`src/sv/bis_pkg.sv`:
```
// Package for the bilinear image scaler: widths, register indexes, defaults.
// No dependencies.
`default_nettype none
package bis_pkg;
	localparam int DefMaxColumns = 256;
	localparam int DefMaxRows    = 256;
	localparam int CoordW = 12;
	localparam int PixW   = 24;
	localparam int StepW  = 21;
	localparam int SizeW  = 9;
	localparam int CfgW   = 21;
	localparam int IdxW   = 3;
	localparam int InW    = 48;
	localparam logic [IdxW-1:0] REG_COLS  = 3'd0;
	localparam logic [IdxW-1:0] REG_ROWS  = 3'd1;
	localparam logic [IdxW-1:0] REG_CSTEP = 3'd2;
	localparam logic [IdxW-1:0] REG_RSTEP = 3'd3;
	localparam logic [IdxW-1:0] REG_MODE  = 3'd4;
	localparam logic [IdxW-1:0] REG_FMT   = 3'd5;
	localparam logic KIND_LOAD  = 1'b0;
	localparam logic KIND_QUERY = 1'b1;

	typedef struct packed {
		logic [SizeW-1:0] cols;
		logic [SizeW-1:0] rows;
		logic [StepW-1:0] cstep;
		logic [StepW-1:0] rstep;
		logic             mode;
		logic             fmt;
	} cfg_t;
endpackage
`default_nettype wire

```
`src/sv/bis_blend.sv`:
```
// Bilinear blend of four gray neighbours: one register stage for the row
// products, the final sum is combinational and registered by the caller. Depends on bis_pkg.
`default_nettype none
module bis_blend
	import bis_pkg::*;
(
	input  wire logic       clk,
	input  wire logic       en,
	input  wire logic [7:0] nw,
	input  wire logic [7:0] ne,
	input  wire logic [7:0] sw,
	input  wire logic [7:0] se,
	input  wire logic [7:0] fx,
	input  wire logic [7:0] fy,
	output logic      [7:0] res
);
	logic [16:0] top_s1, bot_s1;
	logic [7:0]  fy_s1;
	logic [8:0]  ifx;
	assign ifx = 9'd256 - 9'(fx);
	always_ff @(posedge clk) begin
		if (en) begin
			top_s1 <= 17'(nw) * 17'(ifx) + 17'(ne) * 17'(fx);
			bot_s1 <= 17'(sw) * 17'(ifx) + 17'(se) * 17'(fx);
			fy_s1  <= fy;
		end
	end
	logic [25:0] sum;
	assign sum = 26'(top_s1) * 26'(9'd256 - 9'(fy_s1)) + 26'(bot_s1) * 26'(fy_s1);
	assign res = sum[23:16];
endmodule
`default_nettype wire

```
`config.mk`:
```
export PLATFORM = sky130hd
export DESIGN_NAME = bis_blend
export DESIGN_NICKNAME = d
export VERILOG_FILES = /design/src/sv/bis_pkg.sv /design/src/sv/bis_blend.sv
export SDC_FILE = /design/constraint.sdc
export NUM_CORES = 1
export LEC_CHECK = 0
export BUFFER_PORTS_ARGS = -buffer_cell sky130_fd_sc_hd__buf_2
export CAP_MARGIN = 20
export CORE_MARGIN = 10
export CORE_UTILIZATION = 60
export CTS_CLUSTER_SIZE = 30
export DETAILED_ROUTE_END_ITERATION = 6
export GPL_TIMING_DRIVEN = 0
export PLACE_DENSITY_LB_ADDON = 0.15
export SYNTH_ARGS = -nofsm -noshare
export SYNTH_HDL_FRONTEND = slang
export SYNTH_SLANG_ARGS = --single-unit
```
`constraint.sdc`:
```
create_clock -name clk -period 7.47 [get_ports clk]
set_clock_uncertainty 0.15 [all_clocks]
set_input_delay 0.747 -clock clk [delete_from_list [all_inputs] [get_ports clk]]
set_output_delay 0.747 -clock clk [all_outputs]
set_load 0.1 [all_outputs]
```
==> flow_metrics.py, run 1 <==
metrics = {
    "detailed_routing": {
        "ant_nets": 0,
        "avgRoutedWirePerCell_um": 17.3,
        "routed_wl_mm": 45.8,
        "route.detailed.drc": 0,
        "vias_per_cell": 5.28,
        "drtPass1Iterations": 4,
        "drt_iter0_drc": 731,
        "num_vias": 14000,
    },
    "die": {
        "io_pins": 58,
        "initial_core_util": 0.606,
        "die_w_um": 201,
        "dieArea_um2": 40300,
        "num_rows": 66,
        "core_area_um2": 32400,
        "die_h_um": 201,
    },
    "worst_setup_path": {
        "critPathArrivalTime_ps": 7040,
        "cp-endpoint": "res[5]",
        "criticalPathCategory": "register to output pin",
        "max_stage_delay_ps": 560,
        "cp_data_required_time_ps": 6570,
        "slowest_stage": "fa_2",
        "path_delay_family": "adder cells",
        "cp-startpoint": "fy_s1[2]",
        "path_buf_inv": 9,
        "path_common_cell": "fa_1",
        "end_kind": "output pin",
        "critPathMaxFanout": 8,
        "startpoint_type": "register",
        "worstSetupPathDepth": 26,
    },
    "cts": {
        "cts_buffer_depth": 2,
        "hold_buffers": 0,
        "cts_buffers": 5,
        "root_buffer": "clkbuf_16",
        "h-tree-depth": 2,
        "clkTransAtPathRegs_ps": 60,
        "clkSinkCount": 42,
        "cts_tree": "built",
    },
    "yosys": {
        "yosysTopAreaCell": "fa_1",
        "post-synth-top-count-cell": "inv_1",
        "synth_ff_type": "edfxtp_1",
        "synth.cell_area_um2": 19600,
        "syn_inst": 2113,
        "yosysTopAreaCellShare": 0.447,
        "synth.avg_cell_area_um2": 9.28,
        "async_flop_share": 0,
        "synthDistinctLibCells": 54,
        "yosysWarnings": 0,
        "yosysSeqAreaShare": 0.0643,
        "synthTopCellsByCount": "571 x inv_1, 438 x fa_1, 347 x and2_1",
        "yosys_register_bits": 42,
        "synthTopCellsByArea": "fa_1 45%, ha_1 14%, and2_1 11%, inv_1 11%, edfxtp_1 6.4%",
        "synth_edf_count": 42,
        "syn_nets": 2814,
    },
    "finish": {
        "multiInputGateArea_um2": 16600,
        "diodes": 0,
        "seq_area_um2": 1260,
        "final_area_um2": 21900,
        "nNetsFinal": 2907,
        "num-fill-cells": 2581,
        "drive_above_1_share": 0.103,
        "area_delta_synth_final_pct": 11.5,
    },
    "place": {
        "dp_hpwl_mm": 38.4,
        "portBuffers": 43,
        "placed_area_um2": 20500,
        "place.gp.congestion": 0.920,
    },
    "grt": {
        "grt_overflow": 0,
        "grt_pass1_wl_mm": 76.3,
        "grt_antenna_before_repair": 0,
        "grt_usage": 0.234,
        "first_global_vias": 15700,
        "grt_max_degree": 43,
    },
    "sta": {
        "drv_slew": 0,
        "period_share": 1.06,
        "final-setup-viol-count": 8,
        "min_period_ps": 7930,
        "slew_headroom": 0.365,
        "finalSetupTns_ps": -2620,
        "rsz0062_at_grt": "yes",
        "fmax_mhz": 126,
        "setup_slack_ps": -465,
        "tightest_slew_ps": 953,
        "hold_violations": 0,
    },
    "flow_run": {
        "cap_violations": 0,
    },
    "run_status": {
        "failed_checks": "setup timing",
        "status": "complete, but fails checks",
    },
    "hold_path": {
        "hp-class": "input pin to register",
    },
}
==> repair_timing <==
item	CTS	global route
setup endpoints to repair	26	18
pin swaps	44	28
buffers inserted	28	14
gates resized for setup	155	58
gates cloned	1	0
==> metal layers <==
metal  vias up  routed length (um)  GRT usage
met5         -                   0          0
met4         0                1720     0.0930
met3        90                1880     0.0144
met2       384               24100      0.430
met1      7172               18100      0.281
li1       6328                   -          -
==> flip-flops by register name, summed over array words and instances, names as in the netlist <==
register and count:
bot_s1 17, fy_s1 8, top_s1 17
==> cell families (layout without fill, tap and decap cells) <==
family | Yosys count | count (layout) | synth area share
buf+inv | 637 | 731 | 0.122
mux | 1 | 1 | 0.000510
compound gates | 67 | 67 | 0.0271
simple gates | 658 | 658 | 0.177
fa+ha+maj | 651 | 651 | 0.583
xor+xnor | 57 | 57 | 0.0255
flops | 42 | 42 | 0.0643
==> layout make-up <==
cell class | count | share of cell area
Inverter | 571 | 0.0986
Timing Repair Buffer | 86 | 0.0314
Sequential cell | 42 | 0.0577
Clock buffer | 5 | 0.00572
Clock inverter | 3 | 0.00315
Multi-Input combinational cell | 1434 | 0.759
Tap cell | 442 | 0.0253
Buffer | 66 | 0.0197
==> through the flow <==
stage               cells  hold WS [ps]  utilization  setup slack (ps)
floorplan            2113           696            -             -77.0
global placement     2598           775        0.634             -1960
detailed placement   2598           776        0.634             -2110
CTS                  2635           466        0.667              -614
global route         2649           475        0.676              -680
finish               2649           475        0.676              -465
==> cells in the final DEF (no fill, tap or decap), types with 8 or more instances in the layout <==
master	n
buf_12	8
buf_2	38
fa_2	11
ha_1	206
nor3_1	16
xor2_1	10
nand3_1	9
inv_2	11
buf_4	34
buf_6	9
fa_1	427
and2_1	340
nand2_1	229
inv_1	559
nor2_1	13
xnor2_1	29
edfxtp_1	42
a21oi_1	15
a21o_1	8
clkbuf_1	27
clkbuf_2	12
==> worst min path at each step <==
stage	endpoint	depth (start not counted)	start	slack, ps
after floorplan	fy_s1[0]	0	fy[0]	700
after global placement	fy_s1[2]	1	fy[2]	770
after detailed placement	fy_s1[3]	1	fy[3]	780
after CTS	fy_s1[3]	1	fy[3]	470
after global routing	fy_s1[5]	1	fy[5]	480
final	fy_s1[3]	1	fy[3]	470
Power of run 1 is left out: the tool's default activity adds up to more than one toggle a clock period on the data nets, which glitch-free logic cannot reach.
==> run 2, diff against run 1 <==
CELL_PAD_IN_SITES_DETAIL_PLACEMENT = 2   (was default)
CELL_PAD_IN_SITES_GLOBAL_PLACEMENT = 2   (was default)
CORE_UTILIZATION = 39   (was 60)
==> run 2 against run 1 <==
Effect of this change: the flow still finishes with violations (setup timing); setup slack worse by 220 ps; non-clock buffer count rose by 3; sequential share of layout area shrank 0.080 points; utilization shrank 23 points; via count rose by 0.82%; critical path depth is 3 higher; critical path type unchanged.
==> flow_metrics.py, run 2 (same netlist as run 1, synthesis figures left out) <==
metrics = {
    "worst_setup_path": {
        "path_buf_inv": 11,
        "end_kind": "output pin",
        "critPathArrivalTime_ps": 7260,
        "criticalPathCategory": "register to output pin",
        "cp_data_required_time_ps": 6570,
        "startpoint_type": "register",
        "slowest_stage": "fa_1",
        "critPathMaxFanout": 5,
        "path_delay_family": "adder cells",
        "path_common_cell": "fa_1",
        "max_stage_delay_ps": 590,
    },
    "finish": {
        "diodes": 0,
        "drive_above_1_share": 0.101,
        "largest_registers": "bot_s1 (17), top_s1 (17), fy_s1 (8)",
        "nNetsFinal": 2910,
        "area_delta_synth_final_pct": 13.1,
        "final_area_um2": 22200,
        "final_cell_mix": "561 x inv_1, 428 x fa_1, 346 x and2_1, 232 x nand2_1, 208 x ha_1",
        "mostFrequentLayoutCell": "inv_1",
    },
    "sta": {
        "fmax_mhz": 123,
        "rsz0062_at_grt": "yes",
        "final-setup-viol-count": 8,
        "hold_slack_ps": 473,
        "slew_headroom": 0.344,
        "setup_slack_ps": -684,
        "period_share": 1.09,
        "min_period_ps": 8150,
        "drv_slew": 0,
        "hold_violations": 0,
        "tightest_slew_ps": 983,
        "finalSetupTns_ps": -4090,
    },
    "die": {
        "die_w_um": 244,
        "initial_core_util": 0.393,
        "num_rows": 82,
        "io_pins": 58,
        "dieArea_um2": 59700,
        "core_area_um2": 50000,
        "die_h_um": 244,
    },
    "place": {
        "dp_slack_ps": -2530,
        "place.gp.congestion": 0.867,
        "portBuffers": 43,
        "placed_area_um2": 20800,
        "dp_hpwl_mm": 50.0,
    },
    "cts": {
        "h-tree-depth": 2,
        "clkSinkCount": 42,
        "clkTransAtPathRegs_ps": 70,
        "cts_buffer_depth": 2,
        "cts_buffers": 5,
        "cts_tree": "built",
        "root_buffer": "clkbuf_16",
    },
    "detailed_routing": {
        "routed_wl_mm": 58.9,
        "avgRoutedWirePerCell_um": 20.5,
        "num_vias": 14100,
        "ant_nets": 0,
        "drtPass1Iterations": 4,
        "route.detailed.drc": 0,
        "drt_iter0_drc": 372,
        "vias_per_cell": 4.89,
    },
    "hold_path": {
        "min-delay-start": "fy[0]",
        "hp-class": "input pin to register",
        "holdPathEnd": "fy_s1[0]",
        "hold_depth": 1,
    },
    "grt": {
        "grt_pass1_wl_mm": 95.0,
        "grt_overflow": 0,
        "first_global_vias": 17300,
        "grt_max_degree": 43,
        "grt_usage": 0.203,
        "grt_antenna_before_repair": 1,
    },
    "run_status": {
        "status": "complete, but fails checks",
        "failed_checks": "setup timing",
    },
    "flow_run": {
        "cap_violations": 0,
    },
}
## run 2: worst max-delay path by stage
stage	slack (ps)	endpoint	cells past startpoint	start
after floorplan	-80	res[6]	25	fy_s1[1]
after global placement	-2290	res[7]	25	fy_s1[3]
after detailed placement	-2530	res[7]	25	fy_s1[3]
after CTS	-880	res[7]	27	fy_s1[1]
after global routing	-890	res[6]	29	fy_s1[1]
final	-680	res[6]	29	fy_s1[1]
## run 2: routing by layer
metal / global-route usage / share of wire
met1: 0.231 / 0.40
met2: 0.402 / 0.55
met3: 0.00970 / 0.017
met4: 0.0533 / 0.031
met5: 0 / 0
## run 2: cell type report
class,instances,area [um2]
well taps,672,841
plain buffers,64,432
flip-flops and latches,42,1260
clock inverters,3,48.8
inverters,571,2160
repair buffers,91,729
fillers,5379,27800
clock buffers,5,125
multi-input cells,1434,16600
## run 2: what timing repair did
item                       in CTS  in global routing
setup endpoints to repair      30                 16
hold buffers                    0                  0
buffers inserted               24                 22
hold endpoints to repair        0                  0
pin swaps                      31                 23
resized for setup             152                 54
gates cloned                    1                  0
## run 2: metrics by stage
stage / std cells / util
6_report: 2882 / 0.444
2_1_floorplan: 2113 / -
5_1_grt: 2882 / 0.444
3_5_place_dp: 2829 / 0.417
3_3_place_gp: 2828 / 0.416
4_1_cts: 2861 / 0.437
Power of run 2 is left out for the same reason.
==> run 3, diff against run 2 <==
BUFFER_PORTS_ARGS = default   (was -buffer_cell sky130_fd_sc_hd__buf_2)
CORE_UTILIZATION = 47   (was 39)
DONT_BUFFER_PORTS = 1   (was default)
PLACE_DENSITY = 0.95   (was default)
PLACE_DENSITY_LB_ADDON = default   (was 0.15)
clock period = 9.58 ns   (was 7.47 ns; I/O delays follow)
==> run 3 against run 2 <==
Effect of this change: the flow still finishes with violations (setup timing); worst hold slack gained 110 ps; first-iteration DRC count increased to 3.1 times the previous value; routed wire length rose by 46%; critical endpoint is now res[7]; highest routed layer is now met5; flip-flop and latch count unchanged; clock-buffer cell count unchanged; via count rose by 11%; critical path depth down 5.
==> flow_metrics.py, run 3 (same netlist as run 1, synthesis figures left out) <==
metrics = {
    "run_status": {
        "status": "complete, but fails checks",
        "failed_checks": "setup timing",
    },
    "grt": {
        "grt_usage": 0.322,
        "grt_overflow": 0,
        "grt_antenna_before_repair": 6,
        "grt_pass1_wl_mm": 119,
        "grt_max_degree": 43,
        "first_global_vias": 19400,
    },
    "die": {
        "initial_core_util": 0.478,
        "core_area_um2": 41000,
        "die_w_um": 224,
        "num_rows": 74,
        "die_h_um": 224,
        "dieArea_um2": 50300,
        "io_pins": 58,
    },
    "cts": {
        "clkSinkCount": 42,
        "cts_buffer_depth": 2,
        "hold_buffers": 0,
        "cts_buffers": 5,
        "clkTransAtPathRegs_ps": 80,
        "h-tree-depth": 2,
        "root_buffer": "clkbuf_16",
        "cts_tree": "built",
    },
    "place": {
        "portBuffers": 0,
        "place.gp.congestion": 0.901,
        "placed_area_um2": 20400,
        "dp_hpwl_mm": 68.5,
        "dp_cells": 2652,
    },
    "sta": {
        "fmax_mhz": 102,
        "setup_slack_ps": -230,
        "drv_slew": 0,
        "period_share": 1.02,
        "tightest_slew_ps": 1260,
        "min_period_ps": 9810,
        "slew_headroom": 0.163,
        "hold_violations": 0,
        "final-setup-viol-count": 5,
    },
    "worst_setup_path": {
        "startpoint_type": "register",
        "end_kind": "output pin",
        "cp_cell_sequence": "clkbuf_4 -> clkbuf_4 -> inv_1 -> ha_1 -> xnor2_1 -> clkbuf_1 -> nand2_1 -> fa_1 -> fa_1 -> inv_1 -> fa_1 -> fa_1 -> inv_1 -> fa_1 -> inv_1 -> ha_1 -> a211oi_2 -> nand3_1 -> a211oi_4 -> o31a_2 -> o31ai_4 -> o41ai_4 -> xnor2_2 -> buf_8",
        "critPathMaxFanout": 10,
        "criticalPathCategory": "register to output pin",
        "path_common_cell": "fa_1",
        "critPathArrivalTime_ps": 8700,
        "cp_data_required_time_ps": 8470,
        "slowest_stage": "xnor2_1",
        "max_stage_delay_ps": 810,
    },
    "finish": {
        "num-fill-cells": 4335,
        "seq_area_um2": 1260,
        "mostFrequentLayoutCell": "inv_1",
        "drive_above_1_share": 0.0333,
        "stdcell_count": 2669,
        "final_area_um2": 20800,
        "final_cell_mix": "571 x inv_1, 438 x fa_1, 347 x and2_1, 236 x nand2_1, 213 x ha_1",
        "fin_util": 0.507,
        "nNetsFinal": 2834,
        "multiInputGateArea_um2": 16100,
        "largest_registers": "bot_s1 (17), top_s1 (17), fy_s1 (8)",
        "area_delta_synth_final_pct": 6.07,
    },
    "hold_path": {
        "holdPathEnd": "fy_s1[7]",
        "hp-class": "input pin to register",
        "hold_depth": 0,
        "min-delay-start": "fy[7]",
    },
    "detailed_routing": {
        "avgRoutedWirePerCell_um": 32.3,
        "route.detailed.drc": 0,
        "ant_nets": 0,
        "drtPass1Iterations": 5,
        "drt_iter0_drc": 1139,
        "routed_wl_mm": 86.2,
        "vias_per_cell": 5.86,
        "num_vias": 15600,
    },
    "flow_run": {
        "cap_violations": 0,
    },
}
## run 3: changes by cell type in the layout (fill, tap and decap cells not counted), moves of 9 or more
cell      change
inv_1        +10
fa_1         +10
fa_2         -10
buf_4        -38
clkbuf_1     +20
buf_2        -33
buf_12        -9
inv_2         -9
## run 3: final cells by class
type / instances / area share
buffer: 66 / 0.0134
clock inverter: 3 / 0.00210
sequential: 42 / 0.0606
antenna: 3 / 0.000361
tap: 532 / 0.0320
timing repair buffer: 13 / 0.00722
multi-input combinational: 1434 / 0.775
inverter: 571 / 0.103
clock buffer: 5 / 0.00601
## run 3: worst max path at each step
| stage | cells after the start | startpoint | slack, ps | endpoint |
|---|---|---|---|---|
| after global routing | 24 | fy_s1[1] | -310 | res[7] |
| after CTS | 27 | fy_s1[1] | 40 | res[7] |
| after floorplan | 24 | fy_s1[1] | 750 | res[6] |
| after global placement | 25 | fy_s1[1] | -1050 | res[4] |
| final | 24 | fy_s1[1] | -230 | res[7] |
| after detailed placement | 25 | fy_s1[1] | -920 | res[0] |
## run 3: metrics by stage
stage	hold slack, ps	setup TNS, ps	worst slack [ps]
floorplan	907	0	752
global placement	907	-6570	-1050
detailed placement	907	-5760	-921
CTS	581	0	43.4
global route	577	-1280	-308
finish	585	-673	-230
## run 3: repair_timing
item                                    in CTS  in global routing
pin swaps                                    0                  1
setup buffers                                0                  5
endpoints found under the hold margin        0                  0
gates resized for setup                     20                 19
endpoints found under the setup margin       8                 11
## run 3: critical path, delay by kind of cell (launching register included)
| family | cells | cell delay, ps |
|---|---|---|
| simple gates | 2 | 340 |
| buf+inv | 8 | 1770 |
| compound gates | 5 | 1350 |
| flops | 1 | 560 |
| xor+xnor | 2 | 970 |
| fa+ha+maj | 7 | 3370 |
## run 3: layer usage
metal | share of wire | vias up | track usage
met5 | 0.00015 | - | 0
met4 | 0.10 | 2 | 0.243
met3 | 0.053 | 454 | 0.0414
met2 | 0.53 | 815 | 0.622
met1 | 0.32 | 8181 | 0.305
li1 | - | 6181 | -
Power of run 3 is left out for the same reason.
