File: src/sv/bis_pkg.sv
// Package for the bilinear image scaler: widths, register indexes, defaults.
// No dependencies.
`default_nettype none
package bis_pkg;
	localparam int DefMaxColumns = 256;
	localparam int DefMaxRows    = 256;
	localparam int CoordW = 12;
	localparam int PixW   = 24;
	localparam int StepW  = 21;
	localparam int SizeW  = 9;
	localparam int CfgW   = 21;
	localparam int IdxW   = 3;
	localparam int InW    = 48;
	localparam logic [IdxW-1:0] REG_COLS  = 3'd0;
	localparam logic [IdxW-1:0] REG_ROWS  = 3'd1;
	localparam logic [IdxW-1:0] REG_CSTEP = 3'd2;
	localparam logic [IdxW-1:0] REG_RSTEP = 3'd3;
	localparam logic [IdxW-1:0] REG_MODE  = 3'd4;
	localparam logic [IdxW-1:0] REG_FMT   = 3'd5;
	localparam logic KIND_LOAD  = 1'b0;
	localparam logic KIND_QUERY = 1'b1;

	typedef struct packed {
		logic [SizeW-1:0] cols;
		logic [SizeW-1:0] rows;
		logic [StepW-1:0] cstep;
		logic [StepW-1:0] rstep;
		logic             mode;
		logic             fmt;
	} cfg_t;
endpackage
`default_nettype wire

File: src/sv/bis_axis_map.sv
// One axis coordinate mapper: multiply, round or floor, clamp to edge.
// Depends on bis_pkg. One register stage, stall by enable; clamp logic follows it.
`default_nettype none
module bis_axis_map
	import bis_pkg::*;
#(
	parameter int MaxSize = DefMaxColumns,
	localparam int AW = $clog2(MaxSize)
) (
	input  wire logic             clk,
	input  wire logic             en,
	input  wire logic [CoordW-1:0] pos,
	input  wire logic [StepW-1:0] step,
	input  wire logic [SizeW-1:0] size,
	input  wire logic             nearest,
	output logic      [AW-1:0]    lo,
	output logic      [AW-1:0]    hi,
	output logic      [7:0]       frac,
	output logic                  flag
);
	localparam int PW = CoordW + StepW;
	localparam int SW = (AW + 1 > SizeW) ? AW + 1 : SizeW;

	logic [PW-1:0] prod_s1;
	logic [AW:0]   last_s1;
	logic          near_s1;
	logic [SW-1:0] sz;

	always_comb begin
		sz = SW'(size);
		if (sz == '0) sz = SW'(1);
		else if (sz > SW'(MaxSize)) sz = SW'(MaxSize);
	end

	always_ff @(posedge clk) begin
		if (en) begin
			prod_s1 <= PW'(pos) * PW'(step);
			last_s1 <= (AW+1)'(sz - SW'(1));
			near_s1 <= nearest;
		end
	end

	logic [PW:0]   rnd;
	logic [PW-16:0] c;
	logic [7:0]    f;
	logic [AW:0]   n;
	always_comb begin
		rnd = near_s1 ? ({1'b0, prod_s1} + (PW+1)'(32'h8000)) : {1'b0, prod_s1};
		c = rnd[PW:16];
		f = near_s1 ? 8'd0 : prod_s1[15:8];
		flag = 1'b0;
		if (c > (PW-15)'(last_s1)) begin
			c = (PW-15)'(last_s1);
			f = 8'd0;
			flag = 1'b1;
		end
		n = (AW+1)'(c) + (AW+1)'(1);
		if (n > last_s1) begin
			n = last_s1;
			if (f != 8'd0) flag = 1'b1;
		end
		lo = AW'(c);
		hi = AW'(n);
		frac = f;
	end
endmodule
`default_nettype wire

File: config.mk
export PLATFORM = sky130hd
export DESIGN_NAME = bis_axis_map
export DESIGN_NICKNAME = d
export VERILOG_FILES = /design/src/sv/bis_pkg.sv /design/src/sv/bis_axis_map.sv
export SDC_FILE = /design/constraint.sdc
export NUM_CORES = 1
export LEC_CHECK = 0
export BUFFER_PORTS_ARGS = -buffer_cell sky130_fd_sc_hd__buf_2
export CAP_MARGIN = 0
export CORE_MARGIN = 4
export CORE_UTILIZATION = 64
export DETAILED_ROUTE_END_ITERATION = 7
export PLACE_DENSITY_LB_ADDON = 0.1
export SLEW_MARGIN = 10
export SYNTH_ARGS = -nofsm -noshare
export SYNTH_HDL_FRONTEND = slang
export SYNTH_SLANG_ARGS = --single-unit
File: constraint.sdc
create_clock -name clk -period 10.1 [get_ports clk]
set_clock_uncertainty 0.1 [all_clocks]
set_input_delay 2.02 -clock clk [delete_from_list [all_inputs] [get_ports clk]]
set_output_delay 2.02 -clock clk [all_outputs]
set_load 0.05 [all_outputs]
==> results of run 1 <==
==> how the worst max path moves through the flow <==
| stage | to | slack (ps) | depth (start not counted) |
|---|---|---|---|
| after floorplan | hi[2] | 40 | 29 |
| after global placement | hi[2] | 920 | 28 |
| after detailed placement | hi[2] | 800 | 28 |
| after CTS | hi[2] | 470 | 28 |
| after global routing | hi[2] | 120 | 28 |
| final | hi[2] | 800 | 28 |
==> worst max-delay path, delay by kind of cell (launching register included) <==
kind | cells | cell delay (ps)
AO/OA/AOI/OAI | 10 | 2210
AND/OR/NAND/NOR | 10 | 2150
buffers and inverters | 2 | 440
XOR/XNOR | 2 | 510
adder cells (fa/ha/maj) | 4 | 1130
flip-flops | 1 | 450
==> power by group through the flow <==
| stage | Combinational [W] | Clock (W) | Sequential (W) |
|---|---|---|---|
| global route | 0.00303 | 0.000153 | 0.000422 |
| floorplan | 0.00211 | 0 | 0.000398 |
| finish | 0.00265 | 0.000142 | 0.000414 |
| CTS | 0.00268 | 0.000145 | 0.000413 |
| global placement | 0.00260 | 0 | 0.000413 |
| detailed placement | 0.00267 | 0 | 0.000416 |
==> sequential cells by signal, summed over array words and instances, names as in the netlist <==
name and count:
near_s1 1, prod_s1 25, last_s1 9
==> area by class of cell <==
type,count,area (sq um)
multi-input cells,865,8210
fillers,1318,4940
flip-flops and latches,35,1050
inverters,230,863
repair buffers,70,353
well taps,216,270
clock buffers,5,125
clock inverters,2,8.76
==> through the flow <==
stage          setup slack [ps]  instance area, sq um
2_1_floorplan              42.1                 10300
3_3_place_gp                917                 10700
3_5_place_dp                803                 10700
4_1_cts                     469                 10900
5_1_grt                     120                 10900
6_report                    802                 10900
==> metal layers <==
metal  wire (um)  global-route usage  up-vias
li1            -                   -     3749
met1        9490               0.354     4051
met2       11600               0.471      224
met3        1110              0.0216       38
met4         442              0.0549        0
met5           0                   0        -
==> cells by family (layout without fill, tap and decap cells) <==
logic type      count (synthesis)  in the layout  share of synthesized area
compound gates                132            132                     0.0830
xor+xnor                       44             44                     0.0373
fa+ha+maj                     277            277                      0.473
buf+inv                       282            307                      0.104
flops                          35             35                      0.102
mux                            10             10                     0.0103
simple gates                  402            402                      0.191
==> cells in the final DEF, fill, tap and decap left out, types with 6 or more instances in the layout <==
master / synthesis / routed
edfxtp_1: 35 / 35
a21oi_1: 34 / 34
a22oi_1: 6 / 6
xnor2_1: 30 / 30
nor4_1: 8 / 8
and3_1: 8 / 8
and2_1: 99 / 98
nand2_1: 202 / 202
o21a_1: 9 / 9
nor2_1: 23 / 23
and4_1: 6 / 6
nor3_1: 9 / 9
nand4_1: 13 / 13
xor2_1: 14 / 14
fa_1: 189 / 189
inv_1: 230 / 230
o21ai_0: 33 / 33
a21o_1: 13 / 13
nand3_1: 11 / 11
buf_2: 2 / 69
ha_1: 88 / 88
==> impl_metrics.yaml, run 1 <==
status:
  status: "finished clean"
route:
  wl_per_cell_um: 15.9
  viasPerCell: 5.67
  vias: 8062
  drtIter0Drc: 455
  dr.pass1.iters: 4
  drc: 0
  antenna_left: 0
  routed_wl_mm: 22.6
pwr:
  pwr-share-comb: 0.826
  p_sw_w: 0.00163
  internal-power_w: 0.00157
  vdd_drop_max_mv: 0.257
  finalPower_w: 0.00321
  clkPwrFrac: 0.044
  swShare: 0.509
  seqPwrFrac: 0.129
  power.density_nw_per_um2: 294
  leakage_nw: 5.44
cells_and_area:
  fin_util: 0.688
  syn2layout_area_growth_pct: 5.36
  final_nets: 1529
  drive_gt1_frac: 0.0746
  antenna-diode-count: 0
  fin_cells: 1423
cts:
  htree_levels: 2
  clock_tree.root_cell: "clkbuf_16"
  clock-sinks: 35
  post-cts-setup-buffers: 0
  cts_tree: "built"
  cts_made_buffers: 5
  hold_buffers: 0
  cts_resized: 0
  clk_path_buf_depth: 2
  clk_pin_slew_ps: 50
worst_setup_path:
  worst_path_largest_cell_delay_ps: 540
  arrival_ps: 7180
  worstSetupPathType: "flip-flop to output port"
  startpoint: "prod_s1[15]"
  cpMostUsedCell: "ha_1"
  endpoint_kind: "output port"
  startpoint_type: "flip-flop"
  crit_slowest_cell: "or3_4"
  cp.required_ps: 7980
  crit_fanout: 17
timing:
  rsz0062_at_grt: "false"
  fmax_mhz: 108
  drv_slew: 0
  hold_ws_ps: 1850
  layout_worst_path_cycle_share: 0.921
  max_slew_margin: 0.493
  period_minus_slack_ps: 9300
  setup_viol_count_final: 0
  tightest_slew_ps: 760
  fin_tns_setup_ps: 0
  final_hold_viol_count: 0
synthesis:
  syn_area_sq_um: 10300
  ys_seq_elements: 35
  syn-instance-count: 1182
  syn_avg_cell_area_sq_um: 8.74
  synth-edff-count: 35
  synth_common_cells: "inv_1, nand2_1, fa_1, and2_1, ha_1"
  synthTopCellsByArea: "fa_1, ha_1, edfxtp_1, inv_1, nand2_1"
  synth.distinct_cells: 63
  yosys.cell_count.top_type: "inv_1"
  ys_warn_count: 0
  yosysSeqAreaShare: 0.102
  synth_nets: 1504
  synthFlopType: "edfxtp_1"
  yosysTopAreaCell: "fa_1"
  async_flop_share: 0
  synth_top_area_frac: 0.366
placement:
  port_buffers: 69
  gp_congestion: 0.897
  dp_cells: 1416
  dpl.hpwl_mm: 18.4
global_route:
  grt_pass1_vias: 8293
  antenna_found_initial: 0
  grt_max_degree: 36
  grt_usage: 0.263
  grt.overflow.total: 0
  grt_pass1_wl_mm: 39.0
floorplanning:
  rows: 46
  initial_utilization: 0.653
  ios: 70
  die_h_um: 135
  die_w_um: 135
  die_area_sq_um: 18200
  core_region_area_sq_um: 15800
job:
  max_cap_viol_count: 0
worst_hold_path:
  hp-start: "nearest"
  min_to: "near_s1"
  hp-class: "input port to flip-flop"
  worstHoldPathCells: 1
(Power assumes the default switching activity.)
==> inputs of run 2 (changes only) <==
clock period = 9.6 ns   (was 10.1 ns; I/O delays follow)
==> impl_metrics.yaml, run 2 (synthesis gave the netlist of run 1 again) <==
pwr:
  leakage_nw: 5.45
  swShare: 0.506
  internal-power_w: 0.00166
  power.density_nw_per_um2: 309
  vdd_drop_max_mv: 0.245
  clkPwrFrac: 0.045
  p_sw_w: 0.00171
  seqPwrFrac: 0.130
  pwr-share-comb: 0.825
placement:
  placed_area_sq_um: 10800
  gp_congestion: 0.891
  dp_worst_setup_slack_ps: 590
  dp_cells: 1417
  port_buffers: 69
  dpl.hpwl_mm: 18.3
global_route:
  grt_max_degree: 36
  grt.overflow.total: 0
  antenna_found_initial: 0
  grt_usage: 0.262
  grt_pass1_vias: 8297
  grt_pass1_wl_mm: 38.8
worst_setup_path:
  worstSetupPathType: "flip-flop to output port"
  worst_path_largest_cell_delay_ps: 460
  arrival_ps: 6970
  startpoint_type: "flip-flop"
  endpoint_kind: "output port"
  crit_slowest_cell: "edfxtp_1"
  cpMostUsedCell: "ha_1"
  cp.required_ps: 7580
  crit_fanout: 17
cts:
  clock_tree.root_cell: "clkbuf_16"
  cts_tree: "built"
  clk_path_buf_depth: 2
  post-cts-setup-buffers: 0
  clk_pin_slew_ps: 50
  cts_made_buffers: 5
  htree_levels: 2
  clock-sinks: 35
  hold_buffers: 0
route:
  antenna_left: 0
  wl_met1_mm: 9.47
  drtIter0Drc: 471
  vias: 8064
  wl_per_cell_um: 15.9
  routed_wl_mm: 22.7
  viasPerCell: 5.66
  wl_met2_mm: 11.9
  dr_wl_met3_mm: 1.14
  top_layer_used: "met4"
  dr.pass1.iters: 5
  drc: 0
timing:
  period_minus_slack_ps: 8990
  hold_ws_ps: 1760
  layout_worst_path_cycle_share: 0.937
  max_slew_margin: 0.501
  setup_viol_count_final: 0
  setup_slack_ps: 605
  fmax_mhz: 111
  drv_slew: 0
  fin_tns_setup_ps: 0
  tightest_slew_ps: 749
  final_hold_viol_count: 0
  rsz0062_at_grt: "false"
cells_and_area:
  design_area_sq_um: 10900
  final_common_cell: "inv_1"
  largest_reg_flops: 25
  fin_cells: 1425
  regMostFlops: "prod_s1"
  final_nets: 1530
  antenna-diode-count: 0
  syn2layout_area_growth_pct: 5.55
  drive_gt1_frac: 0.0761
  final_cell_mix: "inv_1, nand2_1, fa_1, and2_1, ha_1"
  num-fill-cells: 1335
  reg.largest.list: "prod_s1 x25, last_s1 x9, near_s1 x1"
floorplanning:
  initial_utilization: 0.653
  rows: 46
  die_h_um: 135
  die_area_sq_um: 18200
  ios: 70
  die_w_um: 135
  core_region_area_sq_um: 15800
job:
  max_cap_viol_count: 0
worst_hold_path:
  hp-start: "nearest"
  min_to: "near_s1"
  worstHoldPathCells: 1
  hp-class: "input port to flip-flop"
status:
  status: "finished clean"
==> run 2: cell types whose count changed in the layout (fill, tap and decap cells not counted), sizes merged <==
cell / previous run / this run
clkbuf: 5 / 7
buf: 70 / 71
clkinv: 2 / 1
==> run 2: power groups by stage <==
stage / Sequential [W] / Combinational [W] / Clock (W)
after detailed placement: 0.000438 / 0.00279 / 0
after global routing: 0.000446 / 0.00315 / 0.000162
after global placement: 0.000434 / 0.00274 / 0
after floorplan: 0.000419 / 0.00222 / 0
final: 0.000438 / 0.00278 / 0.000153
after CTS: 0.000436 / 0.00281 / 0.000154
==> run 2: area by class of cell <==
class	count	area, sq um	area share
multi-input cells	865	8220	0.754
inverters	230	863	0.0792
repair buffers	71	360	0.0330
clock buffers	7	133	0.0122
well taps	216	270	0.0248
flip-flops and latches	35	1050	0.0964
clock inverters	1	5.00	0.000459
==> run 2: repair_timing <==
item,in CTS,in global routing
gates resized for setup,0,3
setup endpoints to repair,0,8
endpoints found under the hold margin,0,0
==> run 2: through the flow <==
stage,utilization,power [W]
2_1_floorplan,-,0.00264
3_3_place_gp,0.679,0.00318
3_5_place_dp,0.679,0.00322
4_1_cts,0.688,0.00340
5_1_grt,0.689,0.00376
6_report,0.689,0.00337
==> run 2: worst max-delay path by stage <==
stage | endpoint | depth (start not counted) | slack (ps) | startpoint
finish | hi[2] | 29 | 610 | prod_s1[15]
global route | hi[2] | 29 | 60 | prod_s1[15]
CTS | hi[2] | 29 | 240 | prod_s1[15]
detailed placement | hi[2] | 29 | 590 | prod_s1[15]
global placement | hi[2] | 29 | 770 | prod_s1[15]
floorplan | hi[2] | 29 | 110 | prod_s1[15]
==> run 2: layer usage <==
metal / GRT usage / up-vias
met3: 0.0209 / 29
met2: 0.466 / 232
met4: 0.0465 / 0
met1: 0.359 / 4045
li1: - / 3758
met5: 0 / -
==> run 2: critical path: cells and delay by family (launching register included) <==
kind                     cells  cell delay (ps)
AO/OA/AOI/OAI               10             2090
AND/OR/NAND/NOR             10             1990
adder cells (fa/ha/maj)      4             1110
buffers and inverters        3              640
flip-flops                   1              460
XOR/XNOR                     2              380
==> inputs of run 3 (changes only) <==
clock period = 9.2 ns   (was 9.6 ns; I/O delays follow)
==> impl_metrics.yaml, run 3 (synthesis gave the netlist of run 1 again) <==
timing:
  drv_slew: 0
  fin_tns_setup_ps: 0
  hold_ws_ps: 1670
  setup_viol_count_final: 0
  fmax_mhz: 116
  rsz0062_at_grt: "false"
  final_hold_viol_count: 0
  max_slew_margin: 0.501
  layout_worst_path_cycle_share: 0.939
  period_minus_slack_ps: 8640
  tightest_slew_ps: 748
worst_setup_path:
  endpoint_kind: "output port"
  cp.required_ps: 7260
  worst_path_largest_cell_delay_ps: 460
  crit_fanout: 16
  cpMostUsedCell: "ha_1"
  startpoint: "prod_s1[15]"
  crit_slowest_cell: "edfxtp_1"
  startpoint_type: "flip-flop"
  worstSetupPathType: "flip-flop to output port"
  arrival_ps: 6700
cts:
  cts_tree: "built"
  htree_levels: 2
  post-cts-setup-buffers: 0
  clock-sinks: 35
  clock_tree.root_cell: "clkbuf_16"
  clk_path_buf_depth: 2
  cts_made_buffers: 5
  clk_pin_slew_ps: 50
floorplanning:
  ios: 70
  core_region_area_sq_um: 15800
  die_h_um: 135
  die_area_sq_um: 18200
  rows: 46
  initial_utilization: 0.653
  die_w_um: 135
cells_and_area:
  reg.largest.list: "prod_s1 x25, last_s1 x9, near_s1 x1"
  final_nets: 1530
  regMostFlops: "prod_s1"
  syn2layout_area_growth_pct: 5.73
  largest_reg_flops: 25
  final_cell_mix: "inv_1, nand2_1, fa_1, and2_1, ha_1"
  design_area_sq_um: 10900
  num-fill-cells: 1304
  drive_gt1_frac: 0.0786
  final_common_cell: "inv_1"
  antenna-diode-count: 0
pwr:
  vdd_drop_max_mv: 0.255
  swShare: 0.508
  finalPower_w: 0.00353
  internal-power_w: 0.00174
  p_sw_w: 0.00179
  pwr-share-comb: 0.826
  leakage_nw: 5.46
  clkPwrFrac: 0.045
  seqPwrFrac: 0.129
  power.density_nw_per_um2: 323
route:
  drtIter0Drc: 446
  dr.pass1.iters: 5
  drc: 0
  wl_per_cell_um: 16.1
  routed_wl_mm: 23.0
  antenna_left: 0
  vias: 8110
  viasPerCell: 5.69
global_route:
  grt_pass1_wl_mm: 39.2
  grt_max_degree: 36
  antenna_found_initial: 0
  grt.overflow.total: 0
  grt_usage: 0.264
  grt_pass1_vias: 8208
placement:
  placed_area_sq_um: 10800
  gp_congestion: 0.925
  dpl.hpwl_mm: 18.6
  port_buffers: 69
status:
  status: "finished clean"
worst_hold_path:
  hp-start: "nearest"
  hp-class: "input port to flip-flop"
job:
  max_cap_viol_count: 0
## run 3: changes by cell type in the layout (fill, tap and decap cells not counted), sizes merged
cell / delta
buf: -1
clkbuf: +1
## run 3: final cells by class
type | count | area [sq um] | area share
multi-input cells | 865 | 8240 | 0.754
flip-flops and latches | 35 | 1050 | 0.0962
inverters | 230 | 863 | 0.0790
repair buffers | 71 | 363 | 0.0332
well taps | 216 | 270 | 0.0247
clock buffers | 7 | 133 | 0.0121
clock inverters | 1 | 5.00 | 0.000458
## run 3: path summary, 6_finish.rpt
path	endpoint	slack (ps)	cells past startpoint
worst max-delay path	hi[3]	560	30
worst min-delay path	near_s1	1670	1
## run 3: worst max-delay path, delay by kind of cell, from the launching register on
kind / cells / cell delay [ps]
buffers and inverters: 3 / 750
DFF: 1 / 460
adders and majority gates: 4 / 1070
and+or+nand+nor: 11 / 1910
xor gates and xnor gates: 2 / 300
AOI/OAI and AO/OA: 10 / 1900
## run 3: metal layers
metal | GRT usage | up-vias | share of wire
li1 | - | 3756 | -
met1 | 0.360 | 4067 | 0.42
met2 | 0.466 | 252 | 0.51
met3 | 0.0246 | 35 | 0.054
met4 | 0.0515 | 0 | 0.016
met5 | 0 | - | 0
## run 3: power by group through the flow
stage / Sequential, W / Clock (W) / Combinational, W
after floorplan: 0.000437 / 0 / 0.00232
after global placement: 0.000453 / 0 / 0.00286
after detailed placement: 0.000454 / 0 / 0.00292
after CTS: 0.000452 / 0.000160 / 0.00293
after global routing: 0.000464 / 0.000168 / 0.00331
final: 0.000454 / 0.000159 / 0.00292
## run 3: stage by stage
stage | instances | setup slack, ps | utilization
2_1_floorplan | 1182 | 147 | -
3_3_place_gp | 1417 | 714 | 0.680
3_5_place_dp | 1417 | 562 | 0.680
4_1_cts | 1425 | 241 | 0.689
5_1_grt | 1425 | 14.4 | 0.690
6_report | 1425 | 562 | 0.690
## run 3: what timing repair did
item	in CTS	in global routing
hold buffers	0	0
setup endpoints to repair	0	8
gates resized for setup	0	6
